**config.mk**
```make
export PLATFORM = sky130hd
export DESIGN_NAME = bounding_sphere_grow
export DESIGN_NICKNAME = d
export VERILOG_FILES = /design/src/hw/rtl/bsg_pkg.sv /design/src/hw/rtl/bounding_sphere_grow.sv
export VERILOG_INCLUDE_DIRS = /design/src /design/src/hw/rtl
export SDC_FILE = /design/constraint.sdc
export NUM_CORES = 2
export LEC_CHECK = 0
export BUFFER_PORTS_ARGS = -buffer_cell sky130_fd_sc_hd__buf_2
export CELL_PAD_IN_SITES_DETAIL_PLACEMENT = 1
export CELL_PAD_IN_SITES_GLOBAL_PLACEMENT = 2
export CORE_ASPECT_RATIO = 0.75
export CORE_MARGIN = 5
export CORE_UTILIZATION = 30
export DETAILED_ROUTE_END_ITERATION = 10
export PLACE_DENSITY = 0.72
export SETUP_SLACK_MARGIN = 0.02
export SYNTH_ARGS = -nofsm -noshare
export SYNTH_HDL_FRONTEND = slang
export SYNTH_SLANG_ARGS = --single-unit
export TNS_END_PERCENT = 20
```
**constraint.sdc**
```tcl
create_clock -name clk_i -period 12.25 [get_ports clk_i]
set_input_delay 1.225 -clock clk_i [delete_from_list [all_inputs] [get_ports clk_i]]
set_output_delay 1.225 -clock clk_i [all_outputs]
set_load 0.01 [all_outputs]
```
**src/hw/rtl/bounding_sphere_grow_macros.svh**
```systemverilog
// Assertion macros shared by the bounding sphere RTL.
`ifndef BOUNDING_SPHERE_GROW_MACROS_SVH
`define BOUNDING_SPHERE_GROW_MACROS_SVH

// Property checked on every rising clock edge outside reset.
`define BSG_ASSERT_CLK(lbl, prop, msg) \
  lbl: assert property (@(posedge clk_i) disable iff (!rst_ni) (prop)) else $error(msg);

// Implication between a trigger and a consequence in the same cycle.
`define BSG_ASSERT_IMPL(lbl, trig, cons, msg) \
  `BSG_ASSERT_CLK(lbl, (trig) |-> (cons), msg)

`endif

```
**src/hw/rtl/bsg_pkg.sv**
```systemverilog
// Types and constants of the bounding sphere grow block.
package bsg_pkg;

  typedef enum logic [1:0] {
    CMD_CLEAR  = 2'd0,
    CMD_POINT  = 2'd1,
    CMD_SPHERE = 2'd2
  } cmd_e;

  // Width of one lane operand: magnitudes, distances and scale factors.
  localparam int unsigned LANE_W = 34;
  // Width of a lane product and of the sum of squares.
  localparam int unsigned PROD_W = 2 * LANE_W;
  // Width of the square root remainder.
  localparam int unsigned SREM_W = LANE_W + 2;

  localparam logic [30:0] RADIUS_MAX = 31'h7FFF_FFFF;

endpackage

```
**src/hw/rtl/bounding_sphere_grow.sv**
```systemverilog
// Top level: running bounding sphere grown by points and spheres, bit-serial datapath.
// Clear, empty, equal-center and unused commands go from accept straight to the result;
// an input inside the sphere, or a sphere that holds it, ends after the square root.
// All others run four 34-step bit-serial passes: squaring, square root, scale multiply
// and division; all but the root use three shared lanes, and one item is in work at a time.
// Reset (rst_ni low, asynchronous) empties the sphere and drops the output valid.
`include "bounding_sphere_grow_macros.svh"

module bounding_sphere_grow (
  input  logic         clk_i,
  input  logic         rst_ni,
  input  logic         s_axis_tvalid,
  output logic         s_axis_tready,
  // in_x[31:0], in_y[63:32], in_z[95:64], in_radius[126:96], zero [127]
  input  logic [127:0] s_axis_tdata,
  // cmd[1:0]
  input  logic [1:0]   s_axis_tuser,
  output logic         m_axis_tvalid,
  input  logic         m_axis_tready,
  // center_x[31:0], center_y[63:32], center_z[95:64], radius_out[126:96], grew[127]
  output logic [127:0] m_axis_tdata
);

  localparam int unsigned LW = bsg_pkg::LANE_W;
  localparam int unsigned PW = bsg_pkg::PROD_W;
  localparam int unsigned SW = bsg_pkg::SREM_W;

  typedef enum logic [3:0] {
    ST_IDLE, ST_SQR, ST_SUMA, ST_SUMB, ST_SQRT, ST_EVAL, ST_MUL, ST_DIV, ST_MOVE, ST_DONE
  } state_e;

  state_e state_q;
  logic [5:0] cnt_q;
  logic cnt_last;

  // Sphere state.
  logic [31:0] cx_q, cy_q, cz_q;
  logic [30:0] r_q;

  // Output register.
  logic        m_valid_q;
  logic [31:0] ox_q, oy_q, oz_q;
  logic [30:0] or_q;
  logic        grew_q;

  // Item registers and datapath.
  bsg_pkg::cmd_e cmd_q;
  logic [31:0] px_q, py_q, pz_q;
  logic [30:0] pr_q;
  logic [31:0] nx_q, ny_q, nz_q;
  logic [30:0] nr_q;
  logic [PW-1:0] lane_q [3];
  logic [LW-1:0] mag_q [3];
  logic          neg_q [3];
  logic [PW-1:0] n_q;
  logic [LW-1:0] root_q;
  logic [SW-1:0] srem_q;

  logic accept, out_free;
  bsg_pkg::cmd_e in_cmd;
  logic [31:0] in_x, in_y, in_z;
  logic [30:0] in_r;

  assign in_cmd = bsg_pkg::cmd_e'(s_axis_tuser);
  assign in_x   = s_axis_tdata[31:0];
  assign in_y   = s_axis_tdata[63:32];
  assign in_z   = s_axis_tdata[95:64];
  assign in_r   = s_axis_tdata[126:96];

  assign s_axis_tready = (state_q == ST_IDLE);
  assign accept        = s_axis_tvalid && s_axis_tready;
  assign out_free      = !m_valid_q || m_axis_tready;
  assign cnt_last      = (cnt_q == 6'(LW - 1));

  // Decision at accept: trivial commands finish at once.
  logic        fast_slow;
  logic [31:0] fast_x, fast_y, fast_z;
  logic [30:0] fast_r;
  logic        sph_empty, in_empty, same_center;

  assign sph_empty   = (r_q == '0) && (cx_q == '0) && (cy_q == '0) && (cz_q == '0);
  assign in_empty    = (in_r == '0) && (in_x == '0) && (in_y == '0) && (in_z == '0);
  assign same_center = (cx_q == in_x) && (cy_q == in_y) && (cz_q == in_z);

  always_comb begin
    fast_slow = 1'b0;
    fast_x = cx_q;
    fast_y = cy_q;
    fast_z = cz_q;
    fast_r = r_q;
    case (in_cmd)
      bsg_pkg::CMD_CLEAR: begin
        fast_x = '0;
        fast_y = '0;
        fast_z = '0;
        fast_r = '0;
      end
      bsg_pkg::CMD_POINT: begin
        if (sph_empty) begin
          fast_x = in_x;
          fast_y = in_y;
          fast_z = in_z;
          fast_r = '0;
        end else begin
          fast_slow = 1'b1;
        end
      end
      bsg_pkg::CMD_SPHERE: begin
        if (in_empty) begin
          fast_slow = 1'b0;
        end else if (sph_empty) begin
          fast_x = in_x;
          fast_y = in_y;
          fast_z = in_z;
          fast_r = in_r;
        end else if (same_center) begin
          if (in_r > r_q) begin
            fast_r = in_r;
          end
        end else begin
          fast_slow = 1'b1;
        end
      end
      default: begin
        fast_slow = 1'b0;
      end
    endcase
  end

  // Per-lane component differences: old center minus point, or input minus old center.
  logic [32:0] diff [3];
  logic [32:0] dmag [3];
  logic [31:0] c_sel [3];
  logic [31:0] p_sel [3];

  assign c_sel[0] = cx_q;
  assign c_sel[1] = cy_q;
  assign c_sel[2] = cz_q;
  assign p_sel[0] = in_x;
  assign p_sel[1] = in_y;
  assign p_sel[2] = in_z;

  always_comb begin
    for (int i = 0; i < 3; i++) begin
      if (in_cmd == bsg_pkg::CMD_SPHERE) begin
        diff[i] = {p_sel[i][31], p_sel[i]} - {c_sel[i][31], c_sel[i]};
      end else begin
        diff[i] = {c_sel[i][31], c_sel[i]} - {p_sel[i][31], p_sel[i]};
      end
      dmag[i] = diff[i][32] ? (~diff[i] + 33'd1) : diff[i];
    end
  end

  // Lane arithmetic: shift-add multiply step and restoring divide step.
  logic [LW:0]   mul_sum [3];
  logic [LW:0]   div_t   [3];
  logic [LW:0]   div_r   [3];
  logic          div_ge  [3];

  always_comb begin
    for (int i = 0; i < 3; i++) begin
      mul_sum[i] = {1'b0, lane_q[i][PW-1:LW]} + {1'b0, mag_q[i]};
      div_t[i]   = {lane_q[i][PW-1:LW], lane_q[i][LW-1]};
      div_ge[i]  = (div_t[i] >= {1'b0, root_q});
      div_r[i]   = div_t[i] - {1'b0, root_q};
    end
  end

  // Square root step, two bits of the sum of squares per cycle.
  logic [SW+1:0] sq_t, sq_trial, sq_diff;
  logic          sq_ge;

  assign sq_t     = {srem_q, n_q[PW-1:PW-2]};
  assign sq_trial = {2'b00, root_q, 2'b01};
  assign sq_ge    = (sq_t >= sq_trial);
  assign sq_diff  = sq_t - sq_trial;

  // Evaluation once the distance is known; root_q holds it.
  logic          pt_grow;
  logic [LW:0]   pt_sum;
  logic [LW-1:0] pt_k;
  logic [LW+1:0] sp_sum, sp_sum1;
  logic          sp_inside, sp_holds;
  logic [LW-1:0] sp_k, sp_step;
  logic          ev_move;
  logic [LW-1:0] ev_k, ev_scale;

  assign pt_grow   = (root_q > {3'b000, r_q});
  assign pt_sum    = {1'b0, root_q} + {4'b0000, r_q} + 35'd1;
  assign pt_k      = pt_sum[LW:1];
  assign sp_sum    = {2'b00, root_q} + {5'b00000, r_q} + {5'b00000, pr_q};
  assign sp_sum1   = sp_sum + 36'd1;
  assign sp_inside = (sp_sum <= {4'b0000, r_q, 1'b0});
  assign sp_holds  = (sp_sum <= {4'b0000, pr_q, 1'b0});
  assign sp_k      = sp_sum1[LW:1];
  assign sp_step   = sp_k - {3'b000, r_q};

  always_comb begin
    if (cmd_q == bsg_pkg::CMD_POINT) begin
      ev_move  = pt_grow;
      ev_k     = pt_k;
      ev_scale = pt_k;
    end else begin
      ev_move  = !sp_inside && !sp_holds;
      ev_k     = sp_k;
      ev_scale = sp_step;
    end
  end

  // Control, sphere state and output register.
  always_ff @(posedge clk_i or negedge rst_ni) begin
    if (!rst_ni) begin
      state_q   <= ST_IDLE;
      cnt_q     <= '0;
      cx_q      <= '0;
      cy_q      <= '0;
      cz_q      <= '0;
      r_q       <= '0;
      m_valid_q <= 1'b0;
      ox_q      <= '0;
      oy_q      <= '0;
      oz_q      <= '0;
      or_q      <= '0;
      grew_q    <= 1'b0;
    end else begin
      if (m_valid_q && m_axis_tready && (state_q != ST_DONE)) begin
        m_valid_q <= 1'b0;
      end
      case (state_q)
        ST_IDLE: begin
          cnt_q <= '0;
          if (accept) begin
            state_q <= fast_slow ? ST_SQR : ST_DONE;
          end
        end
        ST_SQR: begin
          cnt_q <= cnt_q + 6'd1;
          if (cnt_last) begin
            state_q <= ST_SUMA;
          end
        end
        ST_SUMA: begin
          state_q <= ST_SUMB;
        end
        ST_SUMB: begin
          cnt_q   <= '0;
          state_q <= ST_SQRT;
        end
        ST_SQRT: begin
          cnt_q <= cnt_q + 6'd1;
          if (cnt_last) begin
            state_q <= ST_EVAL;
          end
        end
        ST_EVAL: begin
          cnt_q   <= '0;
          state_q <= ev_move ? ST_MUL : ST_DONE;
        end
        ST_MUL: begin
          cnt_q <= cnt_q + 6'd1;
          if (cnt_last) begin
            cnt_q   <= '0;
            state_q <= ST_DIV;
          end
        end
        ST_DIV: begin
          cnt_q <= cnt_q + 6'd1;
          if (cnt_last) begin
            state_q <= ST_MOVE;
          end
        end
        ST_MOVE: begin
          state_q <= ST_DONE;
        end
        ST_DONE: begin
          if (out_free) begin
            cx_q      <= nx_q;
            cy_q      <= ny_q;
            cz_q      <= nz_q;
            r_q       <= nr_q;
            ox_q      <= nx_q;
            oy_q      <= ny_q;
            oz_q      <= nz_q;
            or_q      <= nr_q;
            grew_q    <= (nx_q != cx_q) || (ny_q != cy_q) || (nz_q != cz_q) || (nr_q != r_q);
            m_valid_q <= 1'b1;
            state_q   <= ST_IDLE;
          end
        end
        default: begin
          state_q <= ST_IDLE;
        end
      endcase
    end
  end

  // Datapath registers.
  always_ff @(posedge clk_i) begin
    case (state_q)
      ST_IDLE: begin
        if (accept) begin
          cmd_q <= in_cmd;
          px_q  <= in_x;
          py_q  <= in_y;
          pz_q  <= in_z;
          pr_q  <= in_r;
          nx_q  <= fast_x;
          ny_q  <= fast_y;
          nz_q  <= fast_z;
          nr_q  <= fast_r;
          for (int i = 0; i < 3; i++) begin
            mag_q[i]  <= {1'b0, dmag[i]};
            neg_q[i]  <= diff[i][32];
            lane_q[i] <= {{LW{1'b0}}, 1'b0, dmag[i]};
          end
        end
      end
      ST_SQR, ST_MUL: begin
        for (int i = 0; i < 3; i++) begin
          if (lane_q[i][0]) begin
            lane_q[i] <= {mul_sum[i], lane_q[i][LW-1:1]};
          end else begin
            lane_q[i] <= {1'b0, lane_q[i][PW-1:1]};
          end
        end
      end
      ST_SUMA: begin
        n_q <= lane_q[0] + lane_q[1];
      end
      ST_SUMB: begin
        n_q    <= n_q + lane_q[2];
        root_q <= '0;
        srem_q <= '0;
      end
      ST_SQRT: begin
        n_q <= {n_q[PW-3:0], 2'b00};
        if (sq_ge) begin
          srem_q <= sq_diff[SW-1:0];
          root_q <= {root_q[LW-2:0], 1'b1};
        end else begin
          srem_q <= sq_t[SW-1:0];
          root_q <= {root_q[LW-2:0], 1'b0};
        end
      end
      ST_EVAL: begin
        if (cmd_q == bsg_pkg::CMD_POINT) begin
          nx_q <= px_q;
          ny_q <= py_q;
          nz_q <= pz_q;
        end else begin
          nx_q <= cx_q;
          ny_q <= cy_q;
          nz_q <= cz_q;
        end
        if (ev_move) begin
          nr_q <= (ev_k > {3'b000, bsg_pkg::RADIUS_MAX}) ? bsg_pkg::RADIUS_MAX : ev_k[30:0];
        end else if (cmd_q == bsg_pkg::CMD_SPHERE && !sp_inside) begin
          // The input sphere holds the current one and replaces it.
          nx_q <= px_q;
          ny_q <= py_q;
          nz_q <= pz_q;
          nr_q <= pr_q;
        end else begin
          // The input already lies inside: the sphere stays as it is.
          nx_q <= cx_q;
          ny_q <= cy_q;
          nz_q <= cz_q;
          nr_q <= r_q;
        end
        for (int i = 0; i < 3; i++) begin
          lane_q[i] <= {{LW{1'b0}}, ev_scale};
        end
      end
      ST_DIV: begin
        for (int i = 0; i < 3; i++) begin
          if (div_ge[i]) begin
            lane_q[i] <= {div_r[i][LW-1:0], lane_q[i][LW-2:0], 1'b1};
          end else begin
            lane_q[i] <= {div_t[i][LW-1:0], lane_q[i][LW-2:0], 1'b0};
          end
        end
      end
      ST_MOVE: begin
        nx_q <= neg_q[0] ? nx_q - lane_q[0][31:0] : nx_q + lane_q[0][31:0];
        ny_q <= neg_q[1] ? ny_q - lane_q[1][31:0] : ny_q + lane_q[1][31:0];
        nz_q <= neg_q[2] ? nz_q - lane_q[2][31:0] : nz_q + lane_q[2][31:0];
      end
      default: begin
        n_q <= n_q;
      end
    endcase
  end

  assign m_axis_tvalid = m_valid_q;
  assign m_axis_tdata  = {grew_q, or_q, oz_q, oy_q, ox_q};

  `BSG_ASSERT_IMPL(a_div_rem_below, state_q == ST_DIV, lane_q[0][PW-1:LW] < root_q, "divide remainder not below divisor")
  `BSG_ASSERT_IMPL(a_div_nonzero, state_q == ST_MUL || state_q == ST_DIV, root_q != '0, "zero distance in move")
  `BSG_ASSERT_CLK(a_sphere_hold, state_q != ST_DONE |=> $stable(r_q) && $stable(cx_q), "sphere changed outside commit")
  `BSG_ASSERT_CLK(a_valid_from_done, $rose(m_valid_q) |-> $past(state_q) == ST_DONE, "result without commit")

endmodule

```
# Word level (Yosys, flattened, before mapping)
# Memory sizes are Yosys's and may differ from the RTL's.
# Cells that the tools add are included.
# W data, S select, Z words.
classes:
  addsub: 31
  n_lt_le_gt_ge: 9
  eq_ne: 28
  n_mux: 127
  bitwise_logic: 18
  reduce_logical: 43
op_table:
  columns: ["cell", "n"]
  rows:
  - ["$mux W68", 15]
  - ["$mux W32", 21]
  - ["$pmux W32 S3", 6]
  - ["$mux W31", 9]
  - ["$pmux W68 S3", 1]
  - ["$mux W33", 6]
  - ["$sub A32 B32 Y33", 6]
  - ["$logic_not A32 Y1", 6]
  - ["$add A68 B68 Y68", 2]
  - ["$add A34 B34 Y35", 3]
  - ["$ge A35 B34 Y1", 3]
  - ["$sub A34 B34 Y34", 3]
  - ["$add A33 B1 Y33 const B", 3]
  - ["$not A33 Y33", 3]
  - ["$add A32 B32 Y32", 3]
  - ["$eq A32 B32 Y1", 3]
  - ["$ne A32 B32 Y1", 3]
  - ["$sub A32 B32 Y32", 3]
  - ["$pmux W31 S3", 1]
  - ["$le A36 B32 Y1", 2]
  - ["$pmux W36 S2", 1]
  - ["$add A34 B31 Y35", 2]
  - ["$add A35 B1 Y35 const B", 2]
  - ["$mux W34", 2]
  - ["41 further kinds", 147]
totals:
  register_bits: 533
  ram_bits: 306
  out_inout_bits: 130
  elab_cells: 279
  n_memories: 3
mem_list:
  columns: ["name", "depth", "word_bits", "read_ports", "rd_clocked_by_memory_dff", "wr", "line_no", "rtl"]
  rows:
  - ["lane_q", 3, 68, 3, 0, 3, "bounding_sphere_grow.sv:52", "logic [PW-1:0] lane_q [3];"]
  - ["mag_q", 3, 33, 3, 0, 3, "bounding_sphere_grow.sv:53", "logic [LW-1:0] mag_q [3];"]
  - ["neg_q", 3, 1, 3, 0, 3, "bounding_sphere_grow.sv:54", "logic neg_q [3];"]

# Depth between registers and ports, before layout
logic_depth:
  ltp_word: 10
  ltp_mapped: 31
  mapped_depth_nobuf: 31

# Least setup slack after synthesis
# Ideal clock, no wire load.
synth_path:
  kind: "reg2reg"
  start: "register, netlist name or_q[1]"
  end: "memory lane_q[0][101] (netlist name), data pin"
  setup_time_ns: 0.275
  arrival_ns: 6.885
  required_time_ns: 11.975
  slack_ns: 5.090
  path_stages_with_launch: 31
  path_buffers: 1
  synth_period_minus_slack_ns: 7.160
  cell_sequence: "dfrtp_1 > inv_1 > fa_1 > inv_1 > ha_1 > inv_1 > fa_1 > nor2b_1 > o31a_1 > o22ai_1 > a211o_1 > inv_1 > nand3_1 > nor4b_1 > nand4_1 > nand2b_1 > clkbuf_1 > nor2_1 > xor2_1 > ha_1 > or2_2 > a21oi_1 > a21oi_1 > o41ai_1 > o21ai_0 > o21bai_1 > or4_1 > nand3_1 > xnor2_1 > a21oi_1 > o221ai_1"
synth_lines:
  columns: ["element", "line_no"]
  rows:
  - ["to (decl)", "bounding_sphere_grow.sv:52"]

==> impl_metrics.py <==
metrics = {
    "clocking": {
        "cts_hold_buf": 0,
        "cts_resized": 0,
        "postCtsSetupRepairBufs": 0,
        "clk_latency_ps": 800,
        "cts_made_buffers": 105,
        "clock_sinks": 839,
        "cts.clk_slew.worst_paths_ps": 70,
        "cts_tree": "built",
        "root_buffer": "clkbuf_16",
        "cts-htree-levels": 3,
        "clk_path_buf_depth": 3,
    },
    "setup_path": {
        "reg2reg_from": "or_q[1]$_DFFE_PN0P_",
        "worst-path-max-fanout": 8,
        "crit_start": "or_q[1]$_DFFE_PN0P_",
        "setup.worst_path.start_class": "register",
        "slowest_stage": "xnor2_1",
        "end_kind": "register",
        "cp.arrival_ps": 10600,
        "crit_path_max_incr_delay_ps": 830,
        "crit_required_ps": 12710,
        "critPathKind": "reg -> reg",
    },
    "sta": {
        "rsz0062_at_grt": "no",
        "hold_viol_final": 0,
        "period_share_pct": 82.8,
        "setup-tns-final_ps": 0,
        "slew_violations": 1,
        "fmax_ghz": 0.0986,
        "period_minus_slack_ps": 10140,
        "finClkSkew_ps": 77.2,
        "worst_slew_pin_slew_ps": 1490,
        "relSlewSlack_pct": -0.0445,
        "finalSetupViolCount": 0,
        "worst_hold_slack_ps": 406,
    },
    "synth": {
        "ys_ff_latch": 839,
        "ys_seq_area_share_pct": 27.8,
        "synth-edff-count": 700,
        "postSynthCellCount": 10388,
        "yosysTopAreaCell": "edfxtp_1",
        "synth_adder_area_share_pct": 13.7,
        "synthMuxAreaShare_pct": 3.91,
        "synth_top_family_by_area": "compound AO/OA/AOI/OAI gates",
        "ys_types": 103,
        "synth_area_um2": 88100,
        "synth-xor-area-share_pct": 8.81,
        "synth_ff_type": "edfxtp_1",
        "synth-simple-area-share_pct": 15.3,
        "synth_top_area_share_pct": 23.9,
        "yosysWarnings": 0,
        "synth_compound_area_share_pct": 26.0,
        "syn-num-nets": 11458,
        "synth_area_leaders": "edfxtp_1 (24%), ha_1 (13%), a21oi_1 (6.4%), xnor2_1 (6.2%), nor2_1 (4.0%)",
        "postSynthAreaPerCell_um2": 8.48,
        "synthArstFlopShare_pct": 16.6,
    },
    "route": {
        "wl_per_cell_um": 32.2,
        "drc": 0,
        "vias": 88895,
        "drtIter0Drc": 9729,
        "routed_wl_mm": 466,
        "ant_nets": 0,
        "first_pass_iters": 7,
        "via_per_inst": 6.13,
    },
    "run_status": {
        "violations": "capacitance limit, slew limit",
        "outcome": "finished with violations",
    },
    "die": {
        "initial_core_util_pct": 30.1,
        "dieArea_um2": 305000,
        "ios": 264,
        "row_count": 172,
        "die_h_um": 479,
        "fp.dieW_um": 636,
        "coreArea_um2": 293000,
    },
    "place": {
        "gp_congestion": 1.01,
        "post_dp_cell_area_um2": 94300,
        "io_buffer_count": 262,
        "dp_hpwl_mm": 372,
    },
    "finish": {
        "seq_area_um2": 24500,
        "design_area_um2": 98100,
        "multi_input_area_um2": 60000,
        "nets": 11539,
        "fillCellCount": 34412,
        "drive_above_1_share_pct": 8.37,
        "syn2layout_area_growth_pct": 11.4,
        "final_core_utilization_pct": 33.5,
    },
    "pwr": {
        "power_w": 0.00755,
        "power-per-cell-area_nw_per_um2": 76.9,
        "cellLeakagePower_nw": 40.2,
        "vdd_ir_drop_max_uv": 100,
    },
    "global_route": {
        "grt_first_pass_wirelength_mm": 652,
        "grt_use_total_pct": 29.0,
        "grt_pass1_vias": 86132,
        "overflow": 0,
        "grt_max_degree": 114,
        "grt_antenna_before_repair": 74,
    },
    "job": {
        "cap_violations": 2,
    },
    "worst_hold_path": {
        "hold_class": "in -> async",
    },
}
## cells in the mapped netlist (127+ instances only)
cell / instances
clkbuf_1: 400
a21oi_1: 1125
nor3_1: 171
nor2_1: 948
o21bai_1: 129
edfxtp_1: 700
a22oi_1: 195
o21ai_0: 576
dfrtp_1: 139
nand4_1: 171
nand2_1: 651
mux2i_1: 201
nand3_1: 160
inv_1: 559
o22ai_1: 179
ha_1: 885
xnor2_1: 624
mux2_2: 127
xor2_1: 260
a21o_1: 405
nor4_1: 135
## critical path: cells and delay by family (launching register included)
family	cells	cell delay, ps
AO/OA/AOI/OAI	12	3680
XOR/XNOR	3	1170
adder cells (fa/ha/maj)	3	1120
buffers and inverters	3	580
flip-flops	1	640
AND/OR/NAND/NOR	7	2580
## cell usage in the layout (no fill, tap or decap), types with 171 or more instances in the layout
cell type and count:
mux2i_1 200, ha_1 884, a21o_1 404, o22ai_1 179, buf_4 173, edfxtp_1 700, inv_1 557, nor2_1 940
buf_2 261, xnor2_1 621, nand2_1 640, o21ai_0 572, a21oi_1 1122, xor2_1 260, a22oi_1 195, nand4_1 171
## report_power, final
part,switching (W),internal (W)
Combinational,0.000621,0.000203
Sequential,0.0000000000000000000176,0.00309
Clock,0.00155,0.00209
## layout make-up
| type | instances | share of cell area [%] |
|---|---|---|
| antenna | 15 | 0.0382 |
| clock inverter | 64 | 0.945 |
| timing repair buffer | 441 | 2.79 |
| sequential | 839 | 25.0 |
| inverter | 565 | 2.17 |
| clock buffer | 135 | 2.96 |
| multi-input combinational | 8517 | 61.1 |
| tap | 3915 | 4.99 |
## worst paths after layout
check,end,slack [ps],cells after the start
max reg2reg,lane_q[0][33]$_DFFE_PP_,2110,28
max in group asynchronous,oy_q[14]$_DFFE_PN0P_,10280,2
min reg2reg,cnt_q[4]$_DFFE_PN0P_,520,1
min,oz_q[17]$_DFFE_PN0P_,410,1
min in group clk_i,cnt_q[4]$_DFFE_PN0P_,520,1
max,lane_q[0][33]$_DFFE_PP_,2110,28
## per-layer routing
layer  share of wire, %  global-route usage [%]
met1                 47                    42.9
met2                 40                    40.5
met3                9.8                    7.02
met4                4.1                    10.5
met5              0.025                       0
## through the flow
stage / std cells / setup WS, ps
floorplan: 10388 / 5090
global placement: 14277 / 2820
detailed placement: 14277 / 2660
CTS: 14476 / 2570
global route: 14483 / 1810
finish: 14491 / 2110
## state kept, by name (all words and copies together) (netlist names), 31 cells and up
register  flops
oz_q         32
or_q         31
nr_q         31
ox_q         32
pz_q         32
oy_q         32
srem_q       36
px_q         32
pr_q         31
ny_q         32
mag_q        99
nx_q         32
py_q         32
n_q          68
lane_q      204
root_q       34
nz_q         32
## logic make-up after synthesis
kind of cell	Yosys count
compound gates	3559
xor+xnor	885
fa+ha+maj	936
buf+inv	1032
flops	839
mux	328
simple gates	2809
No activity file was read; power rests on OpenSTA's default activity.
